[src/hdl/teq_pkg.sv]
// Package for the timed event queue: field widths, command/result codes,
// cell control type and controller states. No dependencies.

package teq_pkg;

	localparam int CMD_BITS   = 2;
	localparam int ID_BITS    = 4;
	localparam int ID_COUNT   = 1 << ID_BITS;
	localparam int DELAY_BITS = 32;
	localparam int NOW_BITS   = 48;
	localparam int KIND_BITS  = 2;
	localparam int ND_BITS    = 49;
	localparam int WAKE_BITS  = 48;

	localparam int QUEUE_DEPTH_DEF = 16;
	localparam int TIME_BITS_DEF   = 48;

	localparam logic signed [ND_BITS-1:0] ND_EMPTY = -49'sd1;

	typedef enum logic [CMD_BITS-1:0] {
		CMD_ENQUEUE = 2'd0,
		CMD_CANCEL  = 2'd1,
		CMD_FIRE    = 2'd2,
		CMD_CLEAR   = 2'd3
	} cmd_t;

	typedef enum logic [KIND_BITS-1:0] {
		KIND_FIRED  = 2'd0,
		KIND_DONE   = 2'd1,
		KIND_ACK    = 2'd2,
		KIND_REJECT = 2'd3
	} kind_t;

	typedef enum logic [1:0] {
		OP_HOLD,
		OP_INSERT,
		OP_REMOVE,
		OP_POP
	} cell_op_t;

	typedef struct packed {
		cell_op_t             op;
		logic [ID_BITS-1:0]   id;
	} cell_ctl_t;

	typedef enum logic [1:0] {
		ST_IDLE,
		ST_INSERT,
		ST_ACK,
		ST_FIRE
	} state_t;

endpackage

[src/hdl/teq_req_if.sv]
// Request channel of the timed event queue: valid/ready plus command payload.
// Depends on teq_pkg.

interface teq_req_if;
	logic                          valid;
	logic                          ready;
	logic [teq_pkg::CMD_BITS-1:0]   cmd;
	logic [teq_pkg::ID_BITS-1:0]    event_id;
	logic [teq_pkg::DELAY_BITS-1:0] delay;
	logic [teq_pkg::NOW_BITS-1:0]   now;

	modport source (output valid, cmd, event_id, delay, now, input ready);
	modport sink (input valid, cmd, event_id, delay, now, output ready);
endinterface

[src/hdl/teq_rsp_if.sv]
// Result channel of the timed event queue: valid/ready plus result payload.
// Depends on teq_pkg.

interface teq_rsp_if;
	logic                                valid;
	logic                                ready;
	logic [teq_pkg::KIND_BITS-1:0]        kind;
	logic [teq_pkg::ID_BITS-1:0]          fired_id;
	logic signed [teq_pkg::ND_BITS-1:0]   next_delay;
	logic [teq_pkg::WAKE_BITS-1:0]        wake_time;
	logic                                queue_empty;
	logic                                last;

	modport source (output valid, kind, fired_id, next_delay, wake_time, queue_empty, last,
		input ready);
	modport sink (input valid, kind, fired_id, next_delay, wake_time, queue_empty, last,
		output ready);
endinterface

[src/hdl/teq_cell.sv]
// One slot of the sorted event chain: holds a due time and an id, and takes
// a new entry or a neighbor's entry on insert, remove and pop.
// Depends on teq_pkg.

module teq_cell #(
	parameter int TIME_BITS = teq_pkg::TIME_BITS_DEF
) (
	input  logic                         clk,
	input  teq_pkg::cell_ctl_t           ctl,
	input  logic [TIME_BITS-1:0]         new_time,
	input  logic                         occ,
	input  logic                         left_less,
	input  logic [TIME_BITS-1:0]         left_time,
	input  logic [teq_pkg::ID_BITS-1:0]  left_id,
	input  logic [TIME_BITS-1:0]         right_time,
	input  logic [teq_pkg::ID_BITS-1:0]  right_id,
	input  logic                         prior_hit,
	output logic                         less,
	output logic                         hit,
	output logic [TIME_BITS-1:0]         slot_time_q,
	output logic [teq_pkg::ID_BITS-1:0]  slot_id_q
);

	// strictly earlier than the new entry: new entries go ahead of equal times
	assign less = occ && (slot_time_q < new_time);
	// this slot or an earlier one holds the id being removed
	assign hit  = prior_hit || (occ && (slot_id_q == ctl.id));

	always_ff @(posedge clk) begin
		unique case (ctl.op)
			teq_pkg::OP_INSERT: begin
				if (!less) begin
					if (left_less) begin
						slot_time_q <= new_time;
						slot_id_q   <= ctl.id;
					end else begin
						slot_time_q <= left_time;
						slot_id_q   <= left_id;
					end
				end
			end
			teq_pkg::OP_REMOVE: begin
				if (hit) begin
					slot_time_q <= right_time;
					slot_id_q   <= right_id;
				end
			end
			teq_pkg::OP_POP: begin
				slot_time_q <= right_time;
				slot_id_q   <= right_id;
			end
			default: begin
			end
		endcase
	end

endmodule

[src/hdl/timed_event_queue.sv]
// Top level of the timed event queue: controller, result register and the
// sorted chain of teq_cell slots. Depends on teq_pkg, teq_req_if, teq_rsp_if, teq_cell.
//
//   channel | modport | transaction carries
//   --------+---------+----------------------------------------------------
//   req     | sink    | cmd, event_id, delay, now
//   rsp     | source  | kind, fired_id, next_delay, wake_time, queue_empty, last
//
// Sequencing: enqueue, cancel and clear are accepted, then one state inserts or
// acknowledges. Fire due pops one event per cycle through the cell chain while
// the result register can take it, then gives the done result.
// The chain shifts one slot per cycle while popping, which sets the pop rate.
// Reset clears the entry count and the queued flags; slot contents are not
// cleared, only slots below the count are ever read. A stalled rsp holds the
// controller in its insert, ack or fire state; req is taken only while idle.

module timed_event_queue #(
	parameter int QUEUE_DEPTH = teq_pkg::QUEUE_DEPTH_DEF,
	parameter int TIME_BITS   = teq_pkg::TIME_BITS_DEF
) (
	input  logic      clk,
	input  logic      arst_n,
	teq_req_if.sink   req,
	teq_rsp_if.source rsp
);

	localparam int CNT_BITS = $clog2(QUEUE_DEPTH + 1);
	localparam int ID_BITS  = teq_pkg::ID_BITS;
	localparam int ID_COUNT = teq_pkg::ID_COUNT;
	localparam int ND_BITS  = teq_pkg::ND_BITS;

	teq_pkg::state_t state_q, state_nxt;

	// latched item
	logic [ID_BITS-1:0]   id_q;
	logic [TIME_BITS-1:0] wake_q;
	logic [TIME_BITS-1:0] now_q;

	// queue bookkeeping
	logic [CNT_BITS-1:0]  count_q;
	logic [ID_COUNT-1:0]  flags_q;

	// result register
	logic                      out_valid_q;
	teq_pkg::kind_t            kind_q;
	logic [ID_BITS-1:0]        fid_q;
	logic signed [ND_BITS-1:0] nd_q;
	logic [teq_pkg::WAKE_BITS-1:0] wk_q;
	logic                      empty_q;
	logic                      last_q;

	// next result
	logic                      emit;
	teq_pkg::kind_t            res_kind;
	logic [ID_BITS-1:0]        res_id;
	logic signed [ND_BITS-1:0] res_nd;
	logic [TIME_BITS-1:0]      res_wake;
	logic                      res_empty;
	logic                      res_last;

	// chain control
	teq_pkg::cell_ctl_t   cell_ctl;
	logic [TIME_BITS-1:0] cell_time [QUEUE_DEPTH];
	logic [ID_BITS-1:0]   cell_id   [QUEUE_DEPTH];
	logic [QUEUE_DEPTH:0] less_c;
	logic [QUEUE_DEPTH:0] hit_c;
	logic [QUEUE_DEPTH-1:0] occ;

	logic       accept;
	logic       load_ok;
	logic       rm_hit;
	logic       full;
	logic       head_due;
	teq_pkg::cmd_t in_cmd;
	logic [TIME_BITS-1:0] in_now;
	logic [TIME_BITS-1:0] in_wake;
	logic [ND_BITS-1:0]   head_diff;

	assign in_cmd    = teq_pkg::cmd_t'(req.cmd);
	assign accept    = req.valid && req.ready;
	assign req.ready = (state_q == teq_pkg::ST_IDLE);
	// result register can take a new result this cycle
	assign load_ok   = !out_valid_q || rsp.ready;

	// wake time wraps at the time width
	assign in_now  = TIME_BITS'(req.now);
	assign in_wake = in_now + TIME_BITS'(req.delay);

	// remove an already queued id on enqueue or cancel
	assign rm_hit = accept && ((in_cmd == teq_pkg::CMD_ENQUEUE) ||
		(in_cmd == teq_pkg::CMD_CANCEL)) && flags_q[req.event_id];

	assign full      = (count_q >= CNT_BITS'(QUEUE_DEPTH));
	assign head_due  = (count_q != '0) && (cell_time[0] == now_q);
	assign head_diff = ND_BITS'(cell_time[0]) - ND_BITS'(now_q);

	// occupancy: slots below the count hold live entries
	always_comb begin
		for (int i = 0; i < QUEUE_DEPTH; i++) begin
			occ[i] = (CNT_BITS'(i) < count_q);
		end
	end

	// next state
	always_comb begin
		state_nxt = state_q;
		unique case (state_q)
			teq_pkg::ST_IDLE: begin
				if (accept) begin
					unique case (in_cmd)
						teq_pkg::CMD_ENQUEUE: state_nxt = teq_pkg::ST_INSERT;
						teq_pkg::CMD_FIRE:    state_nxt = teq_pkg::ST_FIRE;
						default:              state_nxt = teq_pkg::ST_ACK;
					endcase
				end
			end
			teq_pkg::ST_INSERT,
			teq_pkg::ST_ACK: begin
				if (load_ok) state_nxt = teq_pkg::ST_IDLE;
			end
			teq_pkg::ST_FIRE: begin
				if (load_ok && !head_due) state_nxt = teq_pkg::ST_IDLE;
			end
			default: state_nxt = teq_pkg::ST_IDLE;
		endcase
	end

	// outputs: chain operation and next result
	always_comb begin
		cell_ctl.op = teq_pkg::OP_HOLD;
		cell_ctl.id = id_q;
		emit        = 1'b0;
		res_kind    = teq_pkg::KIND_ACK;
		res_id      = id_q;
		res_nd      = '0;
		res_wake    = '0;
		res_empty   = (count_q == '0);
		res_last    = 1'b1;
		unique case (state_q)
			teq_pkg::ST_IDLE: begin
				if (rm_hit) begin
					cell_ctl.op = teq_pkg::OP_REMOVE;
					cell_ctl.id = req.event_id;
				end
			end
			teq_pkg::ST_INSERT: begin
				emit     = load_ok;
				res_wake = wake_q;
				if (full) begin
					res_kind = teq_pkg::KIND_REJECT;
				end else begin
					res_empty = 1'b0;
					if (load_ok) cell_ctl.op = teq_pkg::OP_INSERT;
				end
			end
			teq_pkg::ST_ACK: begin
				emit = load_ok;
			end
			teq_pkg::ST_FIRE: begin
				emit = load_ok;
				if (head_due) begin
					res_kind  = teq_pkg::KIND_FIRED;
					res_id    = cell_id[0];
					res_wake  = cell_time[0];
					res_empty = (count_q == CNT_BITS'(1));
					res_last  = 1'b0;
					if (load_ok) cell_ctl.op = teq_pkg::OP_POP;
				end else begin
					res_kind = teq_pkg::KIND_DONE;
					res_id   = '0;
					if (count_q == '0) begin
						res_nd = teq_pkg::ND_EMPTY;
					end else begin
						res_nd   = head_diff;
						res_wake = cell_time[0];
					end
				end
			end
			default: begin
			end
		endcase
	end

	// control state
	always_ff @(posedge clk or negedge arst_n) begin
		if (!arst_n) begin
			state_q     <= teq_pkg::ST_IDLE;
			count_q     <= '0;
			flags_q     <= '0;
			out_valid_q <= 1'b0;
		end else begin
			state_q <= state_nxt;
			if (emit) begin
				out_valid_q <= 1'b1;
			end else if (rsp.ready) begin
				out_valid_q <= 1'b0;
			end
			priority if (accept && (in_cmd == teq_pkg::CMD_CLEAR)) begin
				count_q <= '0;
				flags_q <= '0;
			end else if (cell_ctl.op == teq_pkg::OP_REMOVE) begin
				count_q              <= count_q - CNT_BITS'(1);
				flags_q[cell_ctl.id] <= 1'b0;
			end else if (cell_ctl.op == teq_pkg::OP_INSERT) begin
				count_q              <= count_q + CNT_BITS'(1);
				flags_q[cell_ctl.id] <= 1'b1;
			end else if (cell_ctl.op == teq_pkg::OP_POP) begin
				count_q             <= count_q - CNT_BITS'(1);
				flags_q[cell_id[0]] <= 1'b0;
			end else begin
			end
		end
	end

	// latched item and result payload
	always_ff @(posedge clk) begin
		if (accept) begin
			// clear acknowledges with id zero
			id_q   <= (in_cmd == teq_pkg::CMD_CLEAR) ? '0 : req.event_id;
			wake_q <= in_wake;
			now_q  <= in_now;
		end
		if (emit) begin
			kind_q  <= res_kind;
			fid_q   <= res_id;
			nd_q    <= res_nd;
			wk_q    <= teq_pkg::WAKE_BITS'(res_wake);
			empty_q <= res_empty;
			last_q  <= res_last;
		end
	end

	assign rsp.valid       = out_valid_q;
	assign rsp.kind        = kind_q;
	assign rsp.fired_id    = fid_q;
	assign rsp.next_delay  = nd_q;
	assign rsp.wake_time   = wk_q;
	assign rsp.queue_empty = empty_q;
	assign rsp.last        = last_q;

	// sorted chain: slot 0 is the head; the phantom left of slot 0 counts as
	// earlier than anything, so an insert at the head lands in slot 0
	assign less_c[0] = 1'b1;
	assign hit_c[0]  = 1'b0;

	for (genvar g = 0; g < QUEUE_DEPTH; g++) begin : g_cell
		logic [TIME_BITS-1:0] l_time, r_time;
		logic [ID_BITS-1:0]   l_id, r_id;

		if (g == 0) begin : g_first
			assign l_time = cell_time[g];
			assign l_id   = cell_id[g];
		end else begin : g_mid
			assign l_time = cell_time[g-1];
			assign l_id   = cell_id[g-1];
		end

		if (g == QUEUE_DEPTH - 1) begin : g_tail
			assign r_time = cell_time[g];
			assign r_id   = cell_id[g];
		end else begin : g_body
			assign r_time = cell_time[g+1];
			assign r_id   = cell_id[g+1];
		end

		teq_cell #(
			.TIME_BITS (TIME_BITS)
		) u_cell (
			.clk         (clk),
			.ctl         (cell_ctl),
			.new_time    (wake_q),
			.occ         (occ[g]),
			.left_less   (less_c[g]),
			.left_time   (l_time),
			.left_id     (l_id),
			.right_time  (r_time),
			.right_id    (r_id),
			.prior_hit   (hit_c[g]),
			.less        (less_c[g+1]),
			.hit         (hit_c[g+1]),
			.slot_time_q (cell_time[g]),
			.slot_id_q   (cell_id[g])
		);
	end

endmodule
[src/flat_wrapper.sv]
// flat-port wrapper written by rule: the top's interface ports become plain ports
module timed_event_queue_flat 
#(
	parameter int QUEUE_DEPTH = teq_pkg::QUEUE_DEPTH_DEF,
	parameter int TIME_BITS   = teq_pkg::TIME_BITS_DEF
)
  (clk, arst_n, req_valid, req_cmd, req_event_id, req_delay, req_now, req_ready, rsp_valid, rsp_kind, rsp_fired_id, rsp_next_delay, rsp_wake_time, rsp_queue_empty, rsp_last, rsp_ready);
  teq_req_if req_i ();
  teq_rsp_if rsp_i ();
  input  logic clk;
  input  logic arst_n;
  input wire logic [$bits(req_i.valid)-1:0] req_valid;
  input wire logic [$bits(req_i.cmd)-1:0] req_cmd;
  input wire logic [$bits(req_i.event_id)-1:0] req_event_id;
  input wire logic [$bits(req_i.delay)-1:0] req_delay;
  input wire logic [$bits(req_i.now)-1:0] req_now;
  output wire logic [$bits(req_i.ready)-1:0] req_ready;
  output wire logic [$bits(rsp_i.valid)-1:0] rsp_valid;
  output wire logic [$bits(rsp_i.kind)-1:0] rsp_kind;
  output wire logic [$bits(rsp_i.fired_id)-1:0] rsp_fired_id;
  output wire logic [$bits(rsp_i.next_delay)-1:0] rsp_next_delay;
  output wire logic [$bits(rsp_i.wake_time)-1:0] rsp_wake_time;
  output wire logic [$bits(rsp_i.queue_empty)-1:0] rsp_queue_empty;
  output wire logic [$bits(rsp_i.last)-1:0] rsp_last;
  input wire logic [$bits(rsp_i.ready)-1:0] rsp_ready;
  assign req_i.valid = req_valid;
  assign req_i.cmd = req_cmd;
  assign req_i.event_id = req_event_id;
  assign req_i.delay = req_delay;
  assign req_i.now = req_now;
  assign req_ready = req_i.ready;
  assign rsp_valid = rsp_i.valid;
  assign rsp_kind = rsp_i.kind;
  assign rsp_fired_id = rsp_i.fired_id;
  assign rsp_next_delay = rsp_i.next_delay;
  assign rsp_wake_time = rsp_i.wake_time;
  assign rsp_queue_empty = rsp_i.queue_empty;
  assign rsp_last = rsp_i.last;
  assign rsp_i.ready = rsp_ready;
  timed_event_queue #(.QUEUE_DEPTH(QUEUE_DEPTH), .TIME_BITS(TIME_BITS)) u_core (.clk(clk), .arst_n(arst_n), .req(req_i), .rsp(rsp_i));
endmodule
[config.mk]
export PLATFORM = sky130hd
export DESIGN_NAME = timed_event_queue_flat
export DESIGN_NICKNAME = d
export VERILOG_FILES = /design/src/hdl/teq_pkg.sv /design/src/hdl/teq_req_if.sv /design/src/hdl/teq_rsp_if.sv /design/src/hdl/teq_cell.sv /design/src/hdl/timed_event_queue.sv /design/src/flat_wrapper.sv
export SDC_FILE = /design/constraint.sdc
export NUM_CORES = 2
export LEC_CHECK = 0
export BUFFER_PORTS_ARGS = -buffer_cell sky130_fd_sc_hd__buf_2
export CORE_MARGIN = 1
export CORE_UTILIZATION = 40
export CTS_CLUSTER_DIAMETER = 30
export DETAILED_ROUTE_END_ITERATION = 8
export SYNTH_ARGS = -nofsm -noshare
export SYNTH_HDL_FRONTEND = slang
export SYNTH_HIERARCHICAL = 1
export SYNTH_SLANG_ARGS = --single-unit
export TNS_END_PERCENT = 30
[constraint.sdc]
create_clock -name clk -period 20.1 [get_ports clk]
set_input_delay 3.015 -clock clk [delete_from_list [all_inputs] [get_ports clk]]
set_output_delay 3.015 -clock clk [all_outputs]
set_load 0.005 [all_outputs]
==> metrics.cfg <==
[sta]
finalSetupViolations = 0
rsz0062_at_grt = no
fin_hold_ws_ns = 0.581
post-route-period-util_pct = 46.6
max_freq_mhz = 107
hold_viol = 0
worstMarginPinSlew_ns = 1.21
drv_slew = 0
slew_headroom_pct = 19.2
finalClockSkew_ns = 0.0455
finalCriticalPeriod_ns = 9.37
setup_tns_ns = 0

[pwr]
p_per_area_mw_per_mm2 = 143
ir_drop_mv = 0.102
switchingPower_mw = 4.57
comb_power_share_pct = 35.5
seq_power_share_pct = 28.3
power_frac_clock_pct = 36.2
power.internal_mw = 8.30
power.leakage_nw = 37.0
switching_share_pct = 35.5

[floorplanning]
core_area_mm2 = 0.190
die_w_um = 440
die_area_mm2 = 0.194
ios = 197
die_h_um = 440
placementRows = 160
initial_core_util_pct = 40.3

[setup_path]
path_common_cell = a31o_1
critPathRequiredTime_ns = 20.63
worst_setup_path_start_kind = primary input
crit_start = req_event_id[0]
cp_slowest_cell = o211ai_4
max_stage_delay_ns = 0.68
endpoint_kind = register
ff2ff_path_depth = 13
r2r_setup_slack_ns = 11.77
critPathArrivalTime_ns = 9.89
timing.rr.end = u_core/g_cell[14].u_cell/slot_time_q[15]
reg2reg_from = u_core/count_q[4]
crit_end = u_core/g_cell[15].u_cell/slot_time_q[9]
crit_type = in -> reg
crit_fanout = 44

[yosys]
synth_area_mm2 = 0.0767
synth_warnings = 6
syn_area_per_cell_um2 = 9.82
synth_cells = 7816
syn_nets = 8750

[clock_network]
cts-resized-gates = 0
root_buffer = clkbuf_16
ctsHtreeMaxLevel = 5
cts_buffers = 300
cts_sinks = 1061
clock_path_buffers = 4
postCtsSetupRepairBufs = 0
cts_tree = done
hold_buffers = 0
clk_latency_ns = 0.90
clkTransAtPathRegs_ns = 0.04

[route]
vias = 60102
antenna_left = 0
wl_per_cell_um = 19.4
drc_errors = 0
firstDrtPassIters = 5
vias_per_cell = 5.56
routed_wl_um = 210000
drt_iter0_markers = 4617

[final_layout]
multi_input_area_mm2 = 0.0404
finalNonFillerCells = 10802
layout.nets = 9004
antenna_cells = 0
n_fill_cell = 17508
drive_gt1_share_pct = 11.6
layout.area.seq_mm2 = 0.0317
syn_to_final_growth_pct = 17.5

[global_routing]
grt_pass1_vias = 60562
grt_pass1_wl_um = 333000
grt_max_degree = 261
track_usage_pct = 21.3
antenna_found_initial = 1
grt_overflow_total = 0

[hold_path]
hp-class = reg -> reg

[placement]
placement.io_buffers = 196
hpwl_um = 152000
placed_cells = 10279
place_congestion = 0.885

[flow_run]
max_cap_violations = 0

[status]
status = finished clean

cells in the final DEF, fill, tap and decap left out, types with 17 or more instances in the layout:
cell type   instances
nand2_1          1122
nand4_2            49
nor3_1             61
nor4_4             18
nand2b_1           42
inv_1             881
a21oi_1           466
nor2_1            118
clkinv_2           50
o21a_1             26
nand4_1            64
a22o_1             47
a21o_1            114
o21ai_1           851
a32oi_1            19
nand2_2            20
clkbuf_1           30
nor4_2             17
clkbuf_16         306
buf_4             100
mux2i_1           836
a211oi_1           43
edfxtp_1         1037
xor2_1             89
bufinv_16          38
clkinv_1           36
dfrtp_1            24
clkinvlp_4         40
a31oi_1            37
ha_1              841
buf_2             196
and4_1             49
xnor2_1            67
nand3_1            90
o21ai_0           186
a221oi_1           18
layout make-up:
type / instances / area share (%)
clock buffers: 336 / 8.62
clock inverters: 187 / 2.27
inverters: 883 / 3.68
multi-input cells: 5524 / 44.8
flip-flops and latches: 1061 / 35.2
well taps: 2511 / 3.48
repair buffers: 300 / 2.01
power by group through the flow:
stage / clock (mW) / sequential (mW) / combinational (mW)
floorplan: 0 / 3.70 / 3.26
global placement: 0 / 3.68 / 4.37
detailed placement: 0 / 3.68 / 4.53
CTS: 4.73 / 3.65 / 4.56
global route: 4.83 / 3.70 / 5.07
finish: 4.65 / 3.65 / 4.57
stage by stage:
stage                     instance area, µm²  utilization, %  total power [mW]  setup WS (ns)
after floorplan                        76700               -              6.95           8.20
after global placement                 80400            42.2              8.05           9.92
after detailed placement               80400            42.2              8.21           9.93
after CTS                              90200            47.4              12.9          10.83
after global routing                   90200            47.4              13.6          10.45
final                                  90200            47.4              12.9          10.73
sequential cells by signal, indices dropped and copies added (netlist names), 4 cells and up:
signal and cells:
u_core/count_q 5, u_core/flags_q 16, u_core/g_cell.u_cell/slot_id_q 64, u_core/g_cell.u_cell/slot_time_q 768
u_core/id_q 4, u_core/now_q 48, u_core/rsp.fired_id 4, u_core/rsp.next_delay 49
u_core/rsp.wake_time 48, u_core/wake_q 48
metal layers:
layer  vias up  global-route usage (%)  wire length, µm  part of all wire, %
li1      28820                       -                -                    -
met1     29511                    28.5            95500                   46
met2      1377                    35.3            99900                   48
met3       392                    2.98             9460                  4.5
met4         2                    6.68             5050                  2.4
met5         -                       0               12               0.0057
critical path: cells and delay by family:
kind	cells	cell delay [ns]
AOI/OAI and AO/OA	20	4.51
buffers and inverters	3	1.02
xor gates and xnor gates	1	0.22
muxes	1	0.56
and+or+nand+nor	4	0.47
how the worst min path moves through the flow:
| stage | start | endpoint | slack, ns | cells after the start |
|---|---|---|---|---|
| 3_5_place_dp | u_core/g_cell[15].u_cell/slot_time_q[0] | u_core/g_cell[15].u_cell/slot_time_q[0] | 0.59 | 2 |
| 4_1_cts | u_core/g_cell[15].u_cell/slot_time_q[27] | u_core/g_cell[14].u_cell/slot_time_q[27] | 0.59 | 2 |
| 2_1_floorplan | u_core/flags_q[2] | u_core/flags_q[2] | 0.53 | 2 |
| 6_report | u_core/g_cell[15].u_cell/slot_time_q[27] | u_core/g_cell[14].u_cell/slot_time_q[27] | 0.58 | 2 |
| 3_3_place_gp | u_core/flags_q[4] | u_core/flags_q[4] | 0.58 | 2 |
| 5_1_grt | u_core/g_cell[15].u_cell/slot_time_q[0] | u_core/g_cell[15].u_cell/slot_time_q[0] | 0.63 | 2 |
No activity file was read; power rests on OpenSTA's default activity.
